==> config.mk <==
export PLATFORM = sky130hd
export DESIGN_NAME = dtc_front
export DESIGN_NICKNAME = d
export VERILOG_FILES = /design/src/hw/rtl/dtc_pkg.sv /design/src/hw/rtl/dtc_front.sv
export SDC_FILE = /design/constraint.sdc
export NUM_CORES = 1
export LEC_CHECK = 0
export BUFFER_PORTS_ARGS = -buffer_cell sky130_fd_sc_hd__buf_2
export CORE_AREA = 4 4 137 139
export DETAILED_ROUTE_END_ITERATION = 10
export DIE_AREA = 0 0 141 143
export PLACE_DENSITY = 0.83
export SYNTH_ARGS = -nofsm -noshare
export SYNTH_HDL_FRONTEND = slang
export SYNTH_SLANG_ARGS = --single-unit
==> constraint.sdc <==
create_clock -name clk_i -period 8.4 [get_ports clk_i]
set_clock_uncertainty 0.2 [all_clocks]
set_input_delay 0 -clock clk_i [delete_from_list [all_inputs] [get_ports clk_i]]
set_output_delay 0 -clock clk_i [all_outputs]
set_load 0.1 [all_outputs]
==> src/hw/rtl/dtc_pkg.sv <==
package dtc_pkg;

  // tree and feature capacity
  localparam int MAX_NODES   = 256;
  localparam int MAX_LEAVES  = 256;
  localparam int FEATURE_DIM = 64;
  localparam int NUM_CLASSES = 16;
  localparam int DEPTH_LIMIT = 16;

  localparam int NodeAw  = $clog2(MAX_NODES);
  localparam int LeafAw  = $clog2(MAX_LEAVES);
  localparam int FeatAw  = (FEATURE_DIM > 1) ? $clog2(FEATURE_DIM) : 1;
  localparam int DepthW  = $clog2(DEPTH_LIMIT + 1);

  // fixed field widths
  localparam int CmdW  = 2;
  localparam int IdxW  = 8;
  localparam int FselW = 6;
  localparam int RefW  = 9;
  localparam int ValW  = 16;
  localparam int ClsW  = $clog2(NUM_CLASSES);
  localparam int StatW = 2;

  // request queue between front and back
  localparam int QDepth = 4;
  localparam int QAw    = $clog2(QDepth);

  typedef enum logic [CmdW-1:0] {
    CMD_NODE     = 2'd0,
    CMD_LEAF     = 2'd1,
    CMD_FEAT     = 2'd2,
    CMD_CLASSIFY = 2'd3
  } cmd_e;

  localparam logic [StatW-1:0] ST_WRITE_OK  = 2'd0;
  localparam logic [StatW-1:0] ST_DONE      = 2'd1;
  localparam logic [StatW-1:0] ST_DEPTH_ERR = 2'd2;

  typedef struct packed {
    cmd_e                   op;
    logic [IdxW-1:0]        idx;
    logic [FselW-1:0]       fsel;
    logic signed [ValW-1:0] thr;
    logic signed [RefW-1:0] lref;
    logic signed [RefW-1:0] rref;
    logic [ClsW-1:0]        cls;
    logic signed [ValW-1:0] fval;
  } req_t;

  typedef struct packed {
    logic [FselW-1:0]       fsel;
    logic signed [ValW-1:0] thr;
    logic signed [RefW-1:0] lref;
    logic signed [RefW-1:0] rref;
  } node_t;

endpackage

==> src/hw/rtl/dtc_front.sv <==
module dtc_front (
  input  logic                           clk_i,
  input  logic                           rst_ni,
  input  logic                           in_valid_i,
  output logic                           in_stall_o,
  input  logic [dtc_pkg::CmdW-1:0]       cmd_i,
  input  logic [dtc_pkg::IdxW-1:0]       entry_index_i,
  input  logic [dtc_pkg::FselW-1:0]      feature_select_i,
  input  logic signed [dtc_pkg::ValW-1:0] split_threshold_i,
  input  logic signed [dtc_pkg::RefW-1:0] left_ref_i,
  input  logic signed [dtc_pkg::RefW-1:0] right_ref_i,
  input  logic [dtc_pkg::ClsW-1:0]       class_value_i,
  input  logic signed [dtc_pkg::ValW-1:0] feature_value_i,
  output logic                           q_valid_o,
  output dtc_pkg::req_t                  q_req_o,
  input  logic                           q_pop_i
);

  dtc_pkg::req_t               q_mem [dtc_pkg::QDepth];
  logic [dtc_pkg::QAw-1:0]     wr_ptr_q, wr_ptr_d;
  logic [dtc_pkg::QAw-1:0]     rd_ptr_q, rd_ptr_d;
  logic [dtc_pkg::QAw:0]       cnt_q, cnt_d;
  logic                        push;
  logic                        pop;
  dtc_pkg::req_t               req_in;

  always_comb begin
    req_in.op   = dtc_pkg::cmd_e'(cmd_i);
    req_in.idx  = entry_index_i;
    req_in.fsel = feature_select_i;
    req_in.thr  = split_threshold_i;
    req_in.lref = left_ref_i;
    req_in.rref = right_ref_i;
    req_in.cls  = class_value_i;
    req_in.fval = feature_value_i;
  end

  assign in_stall_o = (cnt_q == (dtc_pkg::QAw+1)'(dtc_pkg::QDepth));
  assign push       = in_valid_i && !in_stall_o;
  assign q_valid_o  = (cnt_q != '0);
  assign pop        = q_pop_i && q_valid_o;
  assign q_req_o    = q_mem[rd_ptr_q];

  always_comb begin
    wr_ptr_d = push ? wr_ptr_q + 1'b1 : wr_ptr_q;
    rd_ptr_d = pop ? rd_ptr_q + 1'b1 : rd_ptr_q;
    cnt_d    = cnt_q;
    if (push && !pop) begin
      cnt_d = cnt_q + 1'b1;
    end else if (pop && !push) begin
      cnt_d = cnt_q - 1'b1;
    end
  end

  always_ff @(posedge clk_i or negedge rst_ni) begin
    if (!rst_ni) begin
      wr_ptr_q <= '0;
      rd_ptr_q <= '0;
      cnt_q    <= '0;
    end else begin
      wr_ptr_q <= wr_ptr_d;
      rd_ptr_q <= rd_ptr_d;
      cnt_q    <= cnt_d;
    end
  end

  always_ff @(posedge clk_i) begin
    if (push) begin
      q_mem[wr_ptr_q] <= req_in;
    end
  end

  assert property (@(posedge clk_i) disable iff (!rst_ni)
    cnt_q <= (dtc_pkg::QAw+1)'(dtc_pkg::QDepth))
    else $error("request queue overfilled");

endmodule

==> key figures, run 1 <==
Outcome
  – Status: finished clean

GRT
  – Initial antenna violation count: 0
  – Maximum number of pins on one net before global-route repair: slightly above 70
  – M3 GR Usage: 0.0526
  – Global-route met1 utilization: 0.248
  – Global route overflow: 0
  – Vias in the first global route: around 5500
  – First-pass GRT wire length: around 30 mm
  – GRT Resource Usage Total: 0.197
  – GR peak layer: met2
  – Met2 usage: 0.348

Yosys
  – Post-synthesis cell count: approximately 400
  – Syn_nets: approximately 480
  – Sequential element share of the synthesized area: 0.810
  – Register bit total from synthesis: 287
  – Synth Warn #: 0
  – Syn Std Cell Area: 10600 um^2
  – Main synth FF type: edfxtp_1
  – Syn avg cell area: between 20 and 30 um^2
  – Unique masters post-synth: 22
  – Asr flop ratio synth: 0.0244
  – Post-synth EDFFs: 280

Placement
  – Final HPWL DP: between 10 and 15 mm
  – Port bufs: 145
  – Gpl congestion: around 0.72

Setup path
  – CP Cell Sequence: buf_4, mux4_1, buf_2
  – Crit. End Element: primary output
  – Critical-path maximum fanout: 39
  – Critical Path RT: ~8200 ps
  – CP arrival: roughly 3100 ps
  – CP peak stage delay: ~870 ps
  – Setup CP Type: flip-flop to primary output
  – Slowest CP cell: dfrtp_4
  – Worst setup SP type: flip-flop

Clock network
  – # Post-CTS Setup Buffers: 0
  – H-tree depth: 1
  – Worst-skew pair later-pin latency: about 530 ps
  – Clk slew on worst S/H paths: about 60 ps
  – CTS tree: built
  – Root Driver: clkbuf_16
  – Total CTS buffers: 28
  – Maximum buffer depth of the clock tree: 3
  – Clk sink count: 287

Layout
  – Layout cell share with drive strength beyond 1: 0.391
  – # nets final: just over 700
  – Multi-input gate area: between 1500 and 2000 um^2
  – Diodes inserted: 0
  – FF+latch area: roughly 8600 um^2
  – Fillers: 1009
  – P&R area growth vs syn: 22.9%

Timing
  – Setup violators final: 0
  – Period utilization: 0.398
  – Fmax: 299 MHz
  – Setup_tns: 0 ps
  – Fin. Hold Viols: 0
  – Fin crit period: 3340 ps
  – Final Max Tran Viols: 0
  – Slew @ Worst Pin: 1080 ps
  – RSZ-0062 raised after global routing: no
  – Rel. slew slack: 0.280

Detailed routing
  – DRC: 0
  – Vias: about 5000
  – Pre-Repair DR Iteration Count: 4
  – Wirelength, routed: roughly 19 mm
  – Count of antenna-violating nets left after detailed routing: 0
  – 1st-iter DRT viols: around 270
  – Vias/cell: 5.61
  – Routed len/inst: ~22 um

Floorplanning
  – Core Area: 17700 um^2
  – Chip width: approximately 140 um
  – Die Y: between 100 and 150 um
  – Initial Utilization: 0.600
  – Cell Rows: slightly below 50
  – # IOs: ~150
  – Die area: around 20000 um^2

Hold path
  – Min-Delay Path Class: input pin to flip-flop

Flow run
  – Max Cap Viol: 0
[worst max-delay path: cells and delay by family, from the launching register on]
kind	cells	cell delay, ps
buf+inv	2	1030
flops	1	870
mux	1	660
[flip-flops by register name, summed over array words and instances (netlist names)]
name / count
cnt_q: 3
q_mem: 280
rd_ptr_q: 2
wr_ptr_q: 2
[cell usage in the layout (no fill, tap or decap), types with 2 or more instances in the layout]
cell type / count
xnor2_1: 4
inv_1: 3
dfrtp_4: 2
xor2_1: 2
dfrtp_1: 5
ha_1: 5
clkbuf_16: 29
mux4_1: 2
clkinv_2: 3
clkbuf_1: 9
dlygate4sd3_1: 75
and2_4: 4
buf_2: 145
mux4_2: 68
edfxtp_1: 280
clkinv_1: 8
[cells in the mapped netlist, types with 2 or more instances]
| cell | count | area share |
|---|---|---|
| edfxtp_1 | 280 | 0.79 |
| mux4_2 | 68 | 0.14 |
| buf_2 | 8 | 0.0038 |
| buf_12 | 7 | 0.013 |
| dfrtp_1 | 7 | 0.017 |
| ha_1 | 5 | 0.0059 |
| and2_1 | 4 | 0.0024 |
| xnor2_1 | 4 | 0.0033 |
| inv_1 | 3 | 0.0011 |
| mux4_1 | 2 | 0.0050 |
| xor2_1 | 2 | 0.0017 |
[path summary, 6_finish.rpt]
kind                                      start      endpoint  slack (ps)  cells after the start
hold reg to reg                        cnt_q[2]      cnt_q[2]         320                      1
max in group asynchronous                rst_ni   rd_ptr_q[1]        7440                      3
setup / recovery                    rd_ptr_q[0]   q_req_o[64]        5060                      3
setup reg to reg                       cnt_q[2]  q_mem[1][38]        5690                      3
min in group asynchronous                rst_ni      cnt_q[1]         260                      3
hold / removal             split_threshold_i[4]  q_mem[1][42]          20                      2
[metrics by stage]
stage	instances	instance area, um^2	setup WS (ps)	util	hold WS (ps)
after global routing	884	13000	4770	0.738	18.6
after global placement	759	11400	5530	0.648	-366
final	884	13000	5060	0.738	15.5
after detailed placement	759	11400	5530	0.648	-355
after floorplan	401	10600	4750	-	-496
after CTS	884	13000	4910	0.738	4.47
[per-layer routing]
layer | up-vias | share of wire
met5 | - | 0
met4 | 0 | 0.017
met3 | 28 | 0.072
met2 | 169 | 0.53
met1 | 2579 | 0.38
li1 | 2180 | -
[area by class of cell]
cell class                 instances  share of cell area
clock buffer                      38              0.0583
sequential                       287               0.660
clock inverter                    12             0.00576
inverter                           3            0.000865
multi-input combinational         94               0.140
tap                              229              0.0220
timing repair buffer             221               0.114
[cells by family after synthesis]
| family | after synthesis | synth area share |
|---|---|---|
| flip-flops | 287 | 0.810 |
| multiplexers | 72 | 0.152 |
| buffers and inverters | 20 | 0.0195 |
| AND/OR/NAND/NOR | 10 | 0.00590 |
| XOR/XNOR | 6 | 0.00496 |
| adder cells (fa/ha/maj) | 6 | 0.00779 |
[what timing repair did]
| action | CTS | global route |
|---|---|---|
| resized for setup | 0 | 0 |
| hold buffers | 75 | 0 |
| hold endpoints to repair | 294 | 0 |
Power of run 1 is left out: the tool's default activity adds up to more than one toggle a clock period on the data nets, which glitch-free logic cannot reach.
==> run 2, diff against run 1 <==
--- a/config.mk
+++ b/config.mk
@@ -6,10 +6,10 @@
 export NUM_CORES = 1
 export LEC_CHECK = 0
 export BUFFER_PORTS_ARGS = -buffer_cell sky130_fd_sc_hd__buf_2
-export CORE_AREA = 4 4 137 139
+export CORE_AREA = 4 4 150 152
 export DETAILED_ROUTE_END_ITERATION = 10
-export DIE_AREA = 0 0 141 143
-export PLACE_DENSITY = 0.83
+export DIE_AREA = 0 0 154 156
+export PLACE_DENSITY = 0.74
 export SYNTH_ARGS = -nofsm -noshare
 export SYNTH_HDL_FRONTEND = slang
 export SYNTH_SLANG_ARGS = --single-unit
==> constraint.sdc (replaced) <==
create_clock -name clk_i -period 3 [get_ports clk_i]
set_clock_uncertainty 0.2 [all_clocks]
set_input_delay 0 -clock clk_i [delete_from_list [all_inputs] [get_ports clk_i]]
set_output_delay 0 -clock clk_i [all_outputs]
set_load 0.1 [all_outputs]
==> key figures, run 2 (synthesis results as in run 1) <==
Outcome
  – Status: finished clean

Layout
  – Max reg flops: 280 (unchanged)
  – Commonest non-fill, non-tap cells in the layout: 280 x edfxtp_1, 145 x buf_2, 75 x dlygate4sd3_1
  – Non-Filler Instances: 946 (+7.0%)
  – Biggest regs: q_mem: 280 flops, cnt_q: 3 flops
  – Largest register by flop count: q_mem
  – Layout cell share with drive strength beyond 1: 0.415 (+0.0241)
  – P&R area growth vs syn: 25.7%
  – # nets final: 728 (+1.8%)
  – Fillers: 1351 (+34%)
  – Most common cell after layout, fill and taps aside: edfxtp_1

Timing
  – Rel. slew slack: 0.598 (+0.319)
  – Slew @ Worst Pin: 602 ps (-478 ps)
  – Fmax: between 300 and 400 MHz
  – Setup_tns: 0 ps (unchanged)
  – Fin. Hold Viols: 0 (unchanged)
  – Setup violators final: 0 (unchanged)
  – Final Max Tran Viols: 0 (unchanged)
  – Hold WS: 26.8 ps (+11.4 ps)
  – Fin crit period: 2690 ps
  – RSZ-0062 raised after global routing: no
  – Period utilization: 0.897

Setup path
  – CP Cell Sequence: buf_4, mux4_2, buf_2
  – Worst setup SP type: flip-flop
  – Setup CP Type: flip-flop to primary output
  – Top Family by Delay on Critical Path: flip-flops
  – Critical Path RT: 2800 ps (-5400 ps)
  – Critical-path maximum fanout: 26 (-33%)
  – CP arrival: 2490 ps (-650 ps)
  – CP peak stage delay: 780 ps (-90 ps)
  – Slowest CP cell: dfrtp_4
  – WP buf/inv: 2 (unchanged)
  – Crit. End Element: primary output

Clock network
  – Clk slew on worst S/H paths: 60 ps (about the same)
  – Clk sink count: 287 (unchanged)
  – Maximum buffer depth of the clock tree: 3 (unchanged)
  – H-tree depth: 1 (unchanged)
  – Total CTS buffers: 28 (unchanged)
  – Root Driver: clkbuf_16
  – Post_cts resized: 0 (unchanged)
  – Worst-skew pair later-pin latency: 520 ps (about the same)
  – CTS tree: built

Floorplanning
  – Die area: 24000 um^2 (+19%)
  – Core Area: 21000 um^2 (+19%)
  – # IOs: 146 (unchanged)
  – Die Y: 156 um (+9.1%)
  – Cell Rows: 53 (+8.2%)
  – Initial Utilization: 0.504 (-0.0961)
  – Chip width: 154 um (+9.2%)

Flow run
  – Max Cap Viol: 0 (unchanged)

Placement
  – Port bufs: 145 (unchanged)
  – Final HPWL DP: 12.2 mm (+16%)
  – Gpl congestion: 0.713 (-1.2%)
  – Inst Count DP: 818 (+7.8%)

Detailed routing
  – Count of antenna-violating nets left after detailed routing: 0 (unchanged)
  – Vias: 4980 (+0.48%)
  – 1st-iter DRT viols: 314 (+18%)
  – Routed len/inst: 21.1 um (-3.4%)
  – Wirelength, routed: 20.0 mm (+3.4%)
  – DRC: 0 (unchanged)
  – Vias/cell: 5.26 (-6.1%)
  – Pre-Repair DR Iteration Count: 5 (+1)

GRT
  – Maximum number of pins on one net before global-route repair: 39 (-46%)
  – Global route overflow: 0 (unchanged)
  – Initial antenna violation count: 1 (+1)
  – Vias in the first global route: 5578 (+1.5%)
  – First-pass GRT wire length: 31.6 mm (+3.9%)
  – GRT Resource Usage Total: 0.169 (-0.0284)

Hold path
  – Min-Delay Path Class: input pin to flip-flop
run 2: final timing paths:
path | start | endpoint | slack (ps) | cells after the start
hold reg to reg | cnt_q[2] | cnt_q[2] | 320 | 1
max in group asynchronous | rst_ni | rd_ptr_q[0] | 2070 | 3
setup reg to reg | cnt_q[2] | cnt_q[2] | 450 | 8
setup / recovery | rd_ptr_q[0] | q_req_o[12] | 310 | 3
min in group asynchronous | rst_ni | cnt_q[0] | 240 | 3
hold / removal | class_value_i[1] | q_mem[2][17] | 30 | 2
run 2: cell type report:
type | instances | area, um^2 | share of cell area
well taps | 275 | 344 | 0.0258
clock inverters | 11 | 87.6 | 0.00658
diodes | 1 | 2.50 | 0.000188
repair buffers | 234 | 1660 | 0.124
multi-input cells | 94 | 1820 | 0.137
clock buffers | 41 | 801 | 0.0601
inverters | 3 | 11.3 | 0.000846
flip-flops and latches | 287 | 8590 | 0.645
run 2: what timing repair did:
action,CTS,global route
hold buffers,75,0
setup buffers,0,0
hold endpoints to repair,294,0
run 2: routing by layer:
metal,track usage,part of all wire,wire (um),vias to the layer above
met4,0.0366,0.016,317,0
met2,0.297,0.53,10600,154
li1,-,-,-,2222
met5,0,0,0,-
met1,0.216,0.39,7710,2576
met3,0.0430,0.069,1370,28
run 2: worst register-to-register path: cells and delay by family, from the launching register on:
kind / cells / cell delay [ps]
buffers and inverters: 1 / 70
XOR/XNOR: 2 / 340
adder cells (fa/ha/maj): 2 / 690
AND/OR/NAND/NOR: 3 / 760
flip-flops: 1 / 410
run 2: through the flow:
stage	utilization	instance area [um^2]	setup WS [ps]
after detailed placement	0.555	11700	522
final	0.634	13300	310
after floorplan	-	10600	159
after global placement	0.555	11700	599
after CTS	0.633	13300	214
after global routing	0.634	13300	144
Power of run 2 is left out for the same reason.
==> run 3, diff against run 2 <==
==> config.mk (replaced) <==
export PLATFORM = sky130hd
export DESIGN_NAME = dtc_front
export DESIGN_NICKNAME = d
export VERILOG_FILES = /design/src/hw/rtl/dtc_pkg.sv /design/src/hw/rtl/dtc_front.sv
export SDC_FILE = /design/constraint.sdc
export NUM_CORES = 1
export LEC_CHECK = 0
export CORE_AREA = 4 4 143 145
export DETAILED_ROUTE_END_ITERATION = 10
export DIE_AREA = 0 0 147 149
export DONT_BUFFER_PORTS = 1
export PLACE_DENSITY = 0.73
export SYNTH_ARGS = -nofsm -noshare
export SYNTH_HDL_FRONTEND = slang
export SYNTH_SLANG_ARGS = --single-unit
==> key figures, run 3 (synthesis results as in run 1) <==
Clock network
  – Maximum buffer depth of the clock tree: 3 (unchanged)
  – Total CTS buffers: 29 (+3.6%)
  – H-tree depth: 1 (unchanged)
  – Worst-skew pair later-pin latency: 530 ps (about the same)
  – # Post-CTS Setup Buffers: 0 (unchanged)
  – Post_cts resized: 0 (unchanged)
  – CTS tree: built
  – Clk sink count: 287 (unchanged)
  – Root Driver: clkbuf_16
  – Clk slew on worst S/H paths: 60 ps (about the same)

Detailed routing
  – 1st-iter DRT viols: 320 (+1.9%)
  – Vias/cell: 5.57 (+5.8%)
  – Vias: 4769 (-4.2%)
  – Wirelength, routed: 20.4 mm (+2.2%)
  – Routed len/inst: 23.8 um (+13%)
  – DRC: 0 (unchanged)
  – Pre-Repair DR Iteration Count: 4 (-1)
  – Count of antenna-violating nets left after detailed routing: 0 (unchanged)

Placement
  – Inst Count DP: 668 (-18%)
  – Gpl congestion: 0.725 (+1.6%)
  – Port bufs: 0 (-100%)
  – Final HPWL DP: 11.3 mm (-7.6%)

Setup path
  – End point of the critical path: q_req_o[10]
  – Worst r2r src: cnt_q[2]
  – CP startpoint: rd_ptr_q[0]
  – Crit. End Element: primary output
  – Setup CP Type: flip-flop to primary output
  – CP Cell Sequence: buf_12, mux4_2
  – Worst setup SP type: flip-flop
  – Critical Path RT: 2800 ps (about the same)
  – Slowest CP cell: mux4_2
  – CP peak stage delay: 840 ps (+60 ps)
  – Worst r2r dst: q_mem[0][14]
  – Critical-path maximum fanout: 31 (+19%)
  – R2R cell count: 4 (-4)
  – R2R Setup Slk: 530 ps (+80 ps)
  – CP arrival: 2440 ps (-50 ps)

Layout
  – Final Util: 0.691 (+0.0578)
  – Biggest regs: q_mem: 280 flops, cnt_q: 3 flops
  – # nets final: 650 (-11%)
  – Non-Filler Instances: 856 (-9.5%)
  – Fillers: 1144 (-15%)
  – Commonest non-fill, non-tap cells in the layout: 280 x edfxtp_1, 136 x dlygate4sd3_1, 68 x mux4_2
  – Largest register by flop count: q_mem
  – P&R area growth vs syn: 25.3%
  – Max reg flops: 280 (unchanged)
  – Most common cell after layout, fill and taps aside: edfxtp_1
  – Layout cell share with drive strength beyond 1: 0.227 (-0.188)

GRT
  – Initial antenna violation count: 1 (unchanged)
  – Global route overflow: 0 (unchanged)
  – First-pass GRT wire length: 32.0 mm (+1.3%)
  – Vias in the first global route: 5287 (-5.2%)
  – Maximum number of pins on one net before global-route repair: 47 (+21%)
  – GRT Resource Usage Total: 0.191 (+0.0224)

Floorplanning
  – Die Y: 149 um (-4.5%)
  – Core Area: 19200 um^2 (-8.6%)
  – Chip width: 147 um (-4.5%)
  – Initial Utilization: 0.552 (+0.0476)
  – Die area: 21900 um^2 (-8.8%)
  – # IOs: 146 (unchanged)
  – Cell Rows: 51 (-3.8%)

Timing
  – Final Max Tran Viols: 0 (unchanged)
  – Hold WS: 20.1 ps (-6.77 ps)
  – RSZ-0062 raised after global routing: no
  – Slew @ Worst Pin: 700 ps (+98.0 ps)
  – Setup violators final: 0 (unchanged)
  – Rel. slew slack: 0.533 (-0.0654)
  – Fmax: 379 MHz (+2.0%)
  – Fin crit period: 2640 ps (-52.8 ps)
  – Period utilization: 0.879 (-0.0176)
  – Fin. Hold Viols: 0 (unchanged)
  – Setup_tns: 0 ps (unchanged)

Flow run
  – Max Cap Viol: 0 (unchanged)

Hold path
  – Worst Hold Launch: cmd_i[1]
  – Min-Delay Path Class: input pin to flip-flop

Outcome
  – Status: finished clean
run 3: changes by cell type in the layout (fill, tap and decap cells not counted), sizes merged:
cell,change
clkinvlp,-2
buf,-140
inv,+2
bufinv,+3
clkbuf,-4
dlygate4sd3,+61
run 3: through the flow:
step / setup WS [ps] / area [um^2]
floorplan: 159 / 10600
detailed placement: 488 / 11000
global placement: 624 / 11000
global route: 224 / 13300
finish: 363 / 13300
CTS: 305 / 13300
run 3: what timing repair did:
action	4_1_cts	5_1_grt
hold buffers	136	0
endpoints found under the setup margin	0	0
endpoints found under the hold margin	294	0
run 3: worst min path at each step:
stage / end / slack, ps / cells after the start
floorplan: cnt_q[0] / -500 / 0
global placement: cnt_q[1] / -500 / 0
detailed placement: wr_ptr_q[0] / -500 / 0
CTS: q_mem[3][5] / 2 / 1
global route: q_mem[3][5] / 20 / 1
finish: q_mem[1][69] / 20 / 1
run 3: cell type report:
type                       count  area [um^2]  area share
antenna                        1         2.50    0.000188
tap                          265          332      0.0250
clock buffer                  37          756      0.0569
clock inverter                14          171      0.0129
inverter                       3         11.3    0.000848
multi-input combinational     94         1820       0.137
sequential                   287         8590       0.647
timing repair buffer         155         1590       0.120
run 3: routing by layer:
layer  wire length (um)  GRT usage
met3               1710     0.0544
met4                333     0.0415
met5                  0          0
met2              10700      0.330
met1               7680      0.248
run 3: worst max-delay path, delay by kind of cell (launching register included):
| family | cells | cell delay (ps) |
|---|---|---|
| buf+inv | 1 | 330 |
| mux | 1 | 840 |
| flops | 1 | 700 |
Power of run 3 is left out for the same reason.
